$ cat src/csr_pkg.sv
// ----------------------------------------------------------------------------
// csr_pkg
// Shared types, widths and codes for the centre-out spiral reader.
// ----------------------------------------------------------------------------
package csr_pkg;

  // Fixed widths of the word fields
  localparam int HALF_W  = 3;   // half_size register
  localparam int COORD_W = 4;   // row / column / leg lengths (side <= 15)
  localparam int POS_W   = 8;   // spiral ordinal and row-major index
  localparam int VALUE_W = 32;  // element value on the ports

  // Defaults for the top-level parameters
  localparam int MAX_HALF_SIZE_DEF = 7;
  localparam int DATA_WIDTH_DEF    = 32;

  // Input command codes
  localparam logic CMD_WRITE = 1'b0;
  localparam logic CMD_NEXT  = 1'b1;

  // Walk direction, in turn order
  typedef enum logic [1:0] {
    DIR_LEFT  = 2'd0,
    DIR_DOWN  = 2'd1,
    DIR_RIGHT = 2'd2,
    DIR_UP    = 2'd3
  } dir_t;

  // Controller to datapath commands
  typedef struct packed {
    logic wr;    // store the accepted write word
    logic move;  // step the walker for an accepted next word
    logic read;  // read the store, latch position/last, advance leg state
    logic emit;  // result word is on the out_ ports
  } cmd_t;

endpackage

$ cat src/csr_ctrl.sv
// ----------------------------------------------------------------------------
// csr_ctrl
// Sequencer: accepts words, then runs read and emit for a next command.
// ----------------------------------------------------------------------------
module csr_ctrl
  import csr_pkg::*;
(
  input  logic clk,
  input  logic rst_n,
  input  logic start,
  input  logic in_command,
  output logic busy,
  output logic out_strobe,
  output cmd_t cmd
);

  typedef enum logic [2:0] {
    S_IDLE = 3'b001,
    S_READ = 3'b010,
    S_EMIT = 3'b100
  } state_t;

  state_t state_r, state_nxt;
  logic   accept;

  assign accept = start && (state_r == S_IDLE);

  always_comb begin
    state_nxt = state_r;
    case (state_r)
      S_IDLE: begin
        if (accept && (in_command == CMD_NEXT)) state_nxt = S_READ;
      end
      S_READ:  state_nxt = S_EMIT;
      S_EMIT:  state_nxt = S_IDLE;
      default: state_nxt = S_IDLE;
    endcase
  end

  always_ff @(posedge clk) begin
    if (!rst_n) begin
      state_r <= S_IDLE;
    end else begin
      state_r <= state_nxt;
    end
  end

  assign busy       = (state_r != S_IDLE);
  assign cmd.wr     = accept && (in_command == CMD_WRITE);
  assign cmd.move   = accept && (in_command == CMD_NEXT);
  assign cmd.read   = (state_r == S_READ);
  assign cmd.emit   = (state_r == S_EMIT);
  assign out_strobe = cmd.emit;

  // An accepted next word yields its strobe in the emit state, after the read state
  a_next_to_strobe: assert property (@(posedge clk) disable iff (!rst_n)
    cmd.move |=> ##1 out_strobe)
    else $error("next word did not produce a strobe");

  // Emit is only ever reached straight from the read state
  a_emit_after_read: assert property (@(posedge clk) disable iff (!rst_n)
    (state_r == S_EMIT) |-> $past(state_r == S_READ))
    else $error("emit without preceding read");

  // Nothing is accepted while a result is being produced
  a_no_accept_busy: assert property (@(posedge clk) disable iff (!rst_n)
    (cmd.read || cmd.emit) |-> !(cmd.wr || cmd.move))
    else $error("word accepted while busy");

endmodule

$ cat config.mk
export PLATFORM = sky130hd
export DESIGN_NAME = csr_ctrl
export DESIGN_NICKNAME = d
export VERILOG_FILES = /design/src/csr_pkg.sv /design/src/csr_ctrl.sv
export SDC_FILE = /design/constraint.sdc
export NUM_CORES = 1
export LEC_CHECK = 0
export BUFFER_PORTS_ARGS = -buffer_cell sky130_fd_sc_hd__clkbuf_2
export CORE_AREA = 2 2 39 41
export CTS_CLUSTER_DIAMETER = 120
export DETAILED_ROUTE_END_ITERATION = 10
export DIE_AREA = 0 0 41 43
export PLACE_DENSITY = 0.37
export SETUP_SLACK_MARGIN = 0.15
export SYNTH_ARGS = -nofsm -noshare
export SYNTH_HDL_FRONTEND = slang
export SYNTH_SLANG_ARGS = --single-unit
$ cat constraint.sdc
create_clock -name clk -period 0.8 [get_ports clk]
set_input_delay 0.08 -clock clk [delete_from_list [all_inputs] [get_ports clk]]
set_output_delay 0.08 -clock clk [all_outputs]
set_load 0.02 [all_outputs]
==> results.sh, run 1 <==
export IMPL_drv_cap=0
export IMPL_grt_pass1_vias=198
export IMPL_clockBufferDepth=2
export IMPL_ioPinCount=10
export IMPL_violations="negative setup slack"
export IMPL_hold_viol_final=0
export IMPL_num_rows=14
export IMPL_first_pass_iters=1
export IMPL_ys_ff_latch=3
export IMPL_synth_area_per_cell_um2=9.64
export IMPL_synth_seq_area_share_pct=36.6
export IMPL_ctsHoldBuffers=0
export IMPL_area_delta_synth_final_pct=111
export IMPL_end_kind="output port"
export IMPL_top_regs="state_r x3"
export IMPL_grt_max_degree=6
export IMPL_crit_required_ns=0.72
export IMPL_relSlewSlack_pct=88.2
export IMPL_wl_per_cell_um=9.00
export IMPL_drc=0
export IMPL_core_area_um2=1380
export IMPL_cts_root_buffer="clkbuf_4"
export IMPL_antenna_cells=0
export IMPL_gp_congestion=0.579
export IMPL_status="complete, but fails checks"
export IMPL_finalWirelength_um=423
export IMPL_grt_overflow=0
export IMPL_r2r_setup_slack_ns=-0.06
export IMPL_synth_cell_types=11
export IMPL_start_kind="flip-flop"
export IMPL_port_buffers=9
export IMPL_p_leak_nw=0.155
export IMPL_synthesis_area_um2=164
export IMPL_ant_nets=0
export IMPL_die_w_um=41
export IMPL_dieArea_um2=1760
export IMPL_final_common_cell="clkbuf_4"
export IMPL_vias_per_cell=3.62
export IMPL_hold_path_class="primary input to flip-flop"
export IMPL_htree_num_levels=1
export IMPL_rsz0062_at_grt="true"
export IMPL_final_core_util_pct=25.0
export IMPL_min_period_over_period_pct=154
export IMPL_largest_reg_flops=3
export IMPL_clkSlewWorstSetupHoldPaths_ns=0.04
export IMPL_nets=36
export IMPL_regMostFlops="state_r"
export IMPL_finalSetupViolCount=7
export IMPL_die_h_um=43
export IMPL_grt_pass1_wl_um=772
export IMPL_tightest_slew_ns=0.177
export IMPL_drive_gt1_share_pct=77.4
export IMPL_cts_inserted_buffers=3
export IMPL_yosys_warnings=0
export IMPL_fin_crit_ns=1.23
export IMPL_vias=170
export IMPL_drt_iter0_markers=0
export IMPL_cp_arrival_ns=1.15
export IMPL_power_density_nw_per_um2=1500
export IMPL_skew_ns=0.00204
export IMPL_cts_tree="built"
export IMPL_criticalPathCategory="flip-flop to output port"
export IMPL_power_mw=0.518
export IMPL_track_usage_pct=6.81
export IMPL_crit_fanout=5
export IMPL_ir_drop_v=0.000458
export IMPL_syn_num_nets=21
export IMPL_drv_slew=0
export IMPL_clk_latency_ns=0.23
export IMPL_max_freq_mhz=814
export IMPL_cts_sinks=3
export IMPL_start_util_pct=11.8
export IMPL_worst_slack_ns=-0.429
export IMPL_final_cell_mix="clkbuf_4 (4), clkbuf_2 (3), clkbuf_8 (3)"
export IMPL_antenna_found_initial=0
export IMPL_netlist_instances=17
## synthesized netlist by cell type, drive strengths merged
cell / instances / area [µm²]
o21ai: 1 / 5.00
and4b: 1 / 10.0
nor3b: 1 / 7.51
nor2b: 3 / 18.8
and2b: 1 / 7.51
dfxtp: 3 / 60.1
or3b: 1 / 8.76
and2: 2 / 12.5
buf: 2 / 15.0
and4bb: 1 / 12.5
and3: 1 / 6.26
## worst paths after layout
| kind | startpoint | end | cells past startpoint |
|---|---|---|---|
| worst max-delay path | state_r[0] | cmd[2] | 3 |
| worst min-delay path | rst_n | state_r[1] | 2 |
| worst max register to register | state_r[0] | state_r[1] | 2 |
| worst min register to register | state_r[0] | state_r[0] | 2 |
## metrics by stage
stage               std cells  setup slack [ns]  setup TNS, ns  hold slack (ns)  instance area [µm²]
detailed placement         42            -0.204          -1.06            0.361                  256
global route               47            -0.476          -2.74            0.143                  345
finish                     47            -0.429          -2.39            0.126                  345
CTS                        47            -0.452          -2.54            0.119                  329
global placement           42            -0.207          -1.07            0.372                  256
floorplan                  17            -0.101         -0.500            0.192                  195
## critical path, stage by stage (launching register included)
cell	delay [ns]
dfxtp_4	0.35
and4bb_1	0.22
and2_2	0.20
clkbuf_8	0.15
## what timing repair did
item	CTS	global route
endpoints found under the setup margin	9	9
gates resized for setup	11	7
setup buffers	1	0
pin swaps	2	3
## area by class of cell
cell class	instances	area, µm²
sequential	3	66.3
fill	160	1040
timing repair buffer	12	116
tap	16	20.0
multi-input combinational	12	116
clock buffer	4	26.3
## per-layer routing
metal	global-route usage [%]	routed length, µm
met1	5.43	110
met2	12.2	285
met3	1.57	9
met4	6.00	17
met5	0	0
## power by group
group	total (mW)	switching [mW]	leakage (nW)	internal (mW)
registers	0.160	0.00573	0.0254	0.154
clock network	0.264	0.0768	0.0150	0.187
logic	0.0944	0.0374	0.114	0.0569
## cells by family (layout without fill, tap and decap cells)
logic type | after synthesis | after routing | share of synthesized area [%]
flops | 3 | 3 | 36.6
simple gates | 11 | 11 | 51.2
buf+inv | 2 | 16 | 9.16
compound gates | 1 | 1 | 3.05
No activity file was read; power rests on OpenSTA's default activity.
==> run 2: changes to the inputs <==
Settings changed: ABC_AREA from default to 1, SETUP_SLACK_MARGIN 0.15 to 0.4.
==> run 2 against run 1 <==
The run still ends with negative setup slack left. Register-to-register slack got worse by 0.26 ns. Via count increased by 19%. Worst hold slack lost 0.090 ns. Design area grew 21%. Clock skew is 0.0017 ns lower. Clock-buffer cell count stayed put. Total power rose by 20%. Sequential cell count unchanged. First-iteration DRC count up 1. Utilization rose by 5.2 points. Critical path depth did not move. Largest power group unchanged. Highest routed layer is now met3.
==> results.sh, run 2 <==
export IMPL_cp_arrival_ns=1.05
export IMPL_ioPinCount=10
export IMPL_skew_ns=0.000299
export IMPL_yosys_warnings=0
export IMPL_p_leak_nw=0.209
export IMPL_synth_top_family_by_area="simple AND/OR/NAND/NOR gates"
export IMPL_max_freq_mhz=884
export IMPL_rsz0062_at_grt="true"
export IMPL_syn_num_nets=29
export IMPL_core_area_um2=1380
export IMPL_dpl_hpwl_um=319
export IMPL_top_regs="state_r x3"
export IMPL_synth_edf_count=0
export IMPL_gp_congestion=0.562
export IMPL_finalSetupViolCount=9
export IMPL_antenna_found_initial=0
export IMPL_hold_viol_final=0
export IMPL_crit_fanout=4
export IMPL_synth_mux_area_share_pct=0
export IMPL_largest_reg_flops=3
export IMPL_synth_compound_area_share_pct=2.99
export IMPL_grt_max_degree=5
export IMPL_port_buffers=9
export IMPL_ys_top_cells_by_area="dfxtp_1 (36%), inv_1 (16%), buf_4 (9.0%)"
export IMPL_num_rows=14
export IMPL_track_usage_pct=6.83
export IMPL_regMostFlops="state_r"
export IMPL_design_area_um2=417
export IMPL_max_stage_delay_ns=0.35
export IMPL_synth_cell_types=10
export IMPL_final_core_util_pct=30.1
export IMPL_drv_slew=0
export IMPL_clkSlewWorstSetupHoldPaths_ns=0.04
export IMPL_crit_cells=3
export IMPL_end_kind="output port"
export IMPL_cts_tree="built"
export IMPL_dp_slack_ns=-0.129
export IMPL_dieArea_um2=1760
export IMPL_route_met3_wl_um=53
export IMPL_relSlewSlack_pct=89.2
export IMPL_crit_chain="buf_6 -> nor3_4 -> clkbuf_8"
export IMPL_violations="negative setup slack"
export IMPL_fin_crit_ns=1.13
export IMPL_ctsHoldBuffers=0
export IMPL_place_area_um2=289
export IMPL_first_pass_iters=2
export IMPL_fin_setup_tns_ns=-2.25
export IMPL_wl_met2_um=210
export IMPL_clk_latency_ns=0.23
export IMPL_synthArstFlopShare_pct=0
export IMPL_nets=48
export IMPL_synth_simple_area_share_pct=36.6
export IMPL_grt_pass1_wl_um=710
export IMPL_synth_seq_area_share_pct=35.8
export IMPL_netlist_instances=25
export IMPL_synthFlopType="dfxtp_1"
export IMPL_worst_slack_ns=-0.331
export IMPL_tightest_slew_ns=0.161
export IMPL_drive_gt1_share_pct=74.4
export IMPL_ir_drop_v=0.000509
export IMPL_start_util_pct=12.1
export IMPL_ant_nets=0
export IMPL_cts_root_buffer="clkbuf_4"
export IMPL_wl_per_cell_um=7.44
export IMPL_area_delta_synth_final_pct=149
export IMPL_ys_ff_latch=3
export IMPL_criticalPathCategory="flip-flop to output port"
export IMPL_synth_most_common_cell="inv_1"
export IMPL_whs_path_depth=2
export IMPL_synth_xor_area_share_pct=0
export IMPL_drv_cap=0
export IMPL_drc=0
export IMPL_cts_inserted_buffers=3
export IMPL_drt_iter0_markers=1
export IMPL_final_cell_mix="inv_1 (4), clkbuf_8 (4), buf_4 (4)"
export IMPL_power_mw=0.622
export IMPL_start_kind="flip-flop"
export IMPL_clockBufferDepth=2
export IMPL_drt_met1_wl_um=174
export IMPL_htree_num_levels=1
export IMPL_fillers=151
export IMPL_reg2regPathDepth=8
export IMPL_die_w_um=41
export IMPL_status="complete, but fails checks"
export IMPL_synth_commonest_cells="inv_1 (7), dfxtp_1 (3), nand2_1 (3)"
export IMPL_cp_top_family="flip-flops"
export IMPL_hold_path_class="primary input to flip-flop"
export IMPL_synth_area_per_cell_um2=6.71
export IMPL_die_h_um=43
export IMPL_synthesis_area_um2=168
export IMPL_crit_buf_inv=2
export IMPL_cts_sinks=3
export IMPL_top_layer="met3"
export IMPL_vias_per_cell=3.44
export IMPL_crit_required_ns=0.72
export IMPL_synth_top_cell_area_share_pct=35.8
export IMPL_yosysTopAreaCell="dfxtp_1"
export IMPL_antenna_cells=0
export IMPL_min_period_over_period_pct=141
export IMPL_power_density_nw_per_um2=1490
export IMPL_finalWirelength_um=439
export IMPL_critPathSlowestCell="dfxtp_4"
export IMPL_vias=203
export IMPL_grt_overflow=0
export IMPL_synth_adder_area_share_pct=0
export IMPL_grt_pass1_vias=198
==> run 2: cell types whose count changed after synthesis, sizes merged <==
cell,before,now
and3,1,0
and4b,1,0
or3b,1,0
nor3,0,2
and4bb,1,0
nand2,0,3
and2,2,0
nor2b,3,0
inv,0,7
nor3b,1,0
nor2,0,4
and2b,1,0
nand3,0,3
==> run 2: through the flow <==
step           std cells  hold slack, ns
2_1_floorplan         25           0.165
3_3_place_gp          52           0.274
3_5_place_dp          52           0.272
4_1_cts               59          0.0266
5_1_grt               59          0.0452
6_report              59          0.0364
==> run 2: repair_timing <==
item                                    CTS  global route
endpoints found under the setup margin    9             9
setup buffers                             3             0
pin swaps                                 5             3
endpoints found under the hold margin     0             0
resized for setup                        19             2
==> run 2: layout make-up <==
class | instances | area [µm²] | share of cell area (%)
clock buffer | 4 | 26.3 | 6.31
inverter | 7 | 28.8 | 6.91
multi-input combinational | 13 | 109 | 26.1
sequential | 3 | 68.8 | 16.5
tap | 16 | 20.0 | 4.80
timing repair buffer | 16 | 164 | 39.3
==> run 2: power breakdown <==
part,switching [mW],internal [mW]
sequential,0.0111,0.156
clock,0.0753,0.187
combinational,0.0864,0.106
==> run 2: per-layer routing <==
metal | up-vias | track usage [%]
met3 | 0 | 5.24
met2 | 9 | 8.13
met1 | 85 | 6.45
li1 | 109 | -
met4 | 0 | 8.00
met5 | - | 0
==> run 2: path summary, 6_finish.rpt <==
check | end | slack, ns | start
worst max register to register | state_r[1] | -0.32 | state_r[1]
worst min register to register | state_r[0] | 0.58 | state_r[2]
worst max-delay path | out_strobe | -0.33 | state_r[0]
worst min-delay path | state_r[0] | 0.04 | rst_n
==> run 2: kinds of logic (layout without fill, tap and decap cells) <==
kind of cell    count (synthesis)  count (layout)
compound gates                  1               1
buf+inv                         9              27
flops                           3               3
simple gates                   12              12
==> run 3: changes to the inputs <==
Settings changed: PLACE_DENSITY 0.37 to 0.36.
Clock period 0.8 ns to 1.3 ns, I/O delays scaled along.
==> run 3 against run 2 <==
The flow now finishes without violations. Sequential power fell by 37%. Clock skew barely moved. Setup slack improved by 0.48 ns.
==> results.sh, run 3 (synthesis gave the netlist of run 2 again) <==
export IMPL_p_leak_nw=0.204
export IMPL_track_usage_pct=6.83
export IMPL_ir_drop_v=0.000313
export IMPL_antenna_cells=0
export IMPL_vias_per_cell=3.69
export IMPL_htree_num_levels=1
export IMPL_end_kind="output port"
export IMPL_dieArea_um2=1760
export IMPL_crit_required_ns=1.17
export IMPL_core_area_um2=1380
export IMPL_crit_chain="inv_4 -> nand3_4 -> nor3_4 -> clkbuf_8"
export IMPL_crit_fanout=3
export IMPL_ant_nets=0
export IMPL_cts_root_buffer="clkbuf_4"
export IMPL_clk_latency_ns=0.23
export IMPL_status="completed"
export IMPL_grt_max_degree=5
export IMPL_cts_tree="built"
export IMPL_grt_overflow=0
export IMPL_hold_path_class="primary input to flip-flop"
export IMPL_use_met1_pct=8.71
export IMPL_nets=47
export IMPL_first_pass_iters=2
export IMPL_start_kind="flip-flop"
export IMPL_final_cells=58
export IMPL_fin_crit_ns=1.15
export IMPL_regMostFlops="state_r"
export IMPL_port_buffers=9
export IMPL_whs_path_depth=2
export IMPL_criticalPathCategory="flip-flop to output port"
export IMPL_rsz0062_at_grt="true"
export IMPL_drt_iter0_markers=2
export IMPL_gp_congestion=0.595
export IMPL_r2r_setup_slack_ns=0.19
export IMPL_area_delta_synth_final_pct=141
export IMPL_max_stage_delay_ns=0.35
export IMPL_grt_use_met2_pct=8.13
export IMPL_drive_gt1_share_pct=73.8
export IMPL_tightest_slew_ns=0.160
export IMPL_vias=214
export IMPL_final_cell_mix="buf_4 (6), clkbuf_8 (5), inv_1 (4)"
export IMPL_die_w_um=41
export IMPL_grt_use_met3_pct=3.14
export IMPL_fillers=153
export IMPL_min_to="state_r[0]"
export IMPL_drv_cap=0
export IMPL_clkSlewWorstSetupHoldPaths_ns=0.04
export IMPL_finalWirelength_um=390
export IMPL_busiest_layer="met1"
export IMPL_final_common_cell="buf_4"
export IMPL_ctsHoldBuffers=0
export IMPL_top_regs="state_r x3"
export IMPL_fin_setup_tns_ns=0
export IMPL_crit_buf_inv=2
export IMPL_dpl_cell_count=48
export IMPL_power_density_nw_per_um2=917
export IMPL_critPathSlowestCell="dfxtp_4"
export IMPL_relSlewSlack_pct=89.3
export IMPL_max_freq_mhz=868
export IMPL_multi_input_area_um2=114
export IMPL_start_util_pct=12.1
export IMPL_cts_inserted_buffers=3
export IMPL_largest_reg_flops=3
export IMPL_skew_ns=0.000432
export IMPL_timing_rr_start="state_r[0]"
export IMPL_dpl_hpwl_um=295
export IMPL_regArea_um2=68.8
export IMPL_min_from="rst_n"
export IMPL_cp_top_family="flip-flops"
export IMPL_drv_slew=0
export IMPL_antenna_found_initial=0
export IMPL_hold_viol_final=0
export IMPL_die_h_um=43
export IMPL_wl_per_cell_um=6.72
export IMPL_min_period_over_period_pct=88.6
export IMPL_grt_pass1_wl_um=779
export IMPL_num_rows=14
export IMPL_reg2regPathDepth=7
export IMPL_power_mw=0.371
export IMPL_clockBufferDepth=2
export IMPL_cp_arrival_ns=1.02
export IMPL_grt_pass1_vias=224
export IMPL_r2r_end="state_r[1]"
export IMPL_ioPinCount=10
export IMPL_drc=0
export IMPL_cts_sinks=3
export IMPL_finalSetupViolCount=0
==> run 3: layout make-up <==
class                   instances  share of cell area [%]
flip-flops and latches          3                    17.0
well taps                      16                    4.95
multi-input cells              13                    28.2
clock buffers                   4                    6.50
repair buffers                 15                    35.6
inverters                       7                    7.74
==> run 3: how the worst max path moves through the flow <==
stage / from / to / cells past startpoint
after floorplan: state_r[0] / cmd[0] / 2
after global placement: state_r[1] / cmd[2] / 6
after detailed placement: state_r[1] / cmd[2] / 6
after CTS: state_r[1] / cmd[2] / 6
after global routing: state_r[1] / cmd[2] / 6
final: state_r[2] / cmd[3] / 4
==> run 3: worst register-to-register path, cell delays in order (launching register included) <==
cell and delay, ns:
dfxtp_4 0.39, nand2_4 0.06, nor2_4 0.09, nand3_2 0.08, buf_4 0.14, buf_4 0.12, buf_4 0.12, nor2_2 0.06
==> run 3: per-layer routing <==
metal	routed length (µm)	vias up	part of all wire (%)
met4	0	0	0
li1	-	107	-
met2	199	8	51
met5	0	-	0
met1	176	99	45
met3	15	0	3.8
==> run 3: report_power, final <==
part | internal, mW | leakage [nW] | switching, mW
sequential | 0.0964 | 0.0258 | 0.00954
clock | 0.115 | 0.0150 | 0.0447
combinational | 0.0574 | 0.164 | 0.0477
==> run 3: through the flow <==
stage                     setup slack [ns]  hold slack [ns]  util, %  area (µm²)
after floorplan                      0.359            0.214        -         209
after global placement               0.275            0.333     18.7         259
after detailed placement             0.288            0.326     18.7         259
after CTS                           0.0828           0.0868     28.6         395
after global routing                0.0772           0.0824     29.2         404
final                                0.148           0.0946     29.2         404
==> run 3: repair_timing <==
action,4_1_cts,5_1_grt
hold endpoints to repair,0,0
pin swaps,5,2
setup endpoints to repair,6,8
resized for setup,17,3
setup buffers,6,0
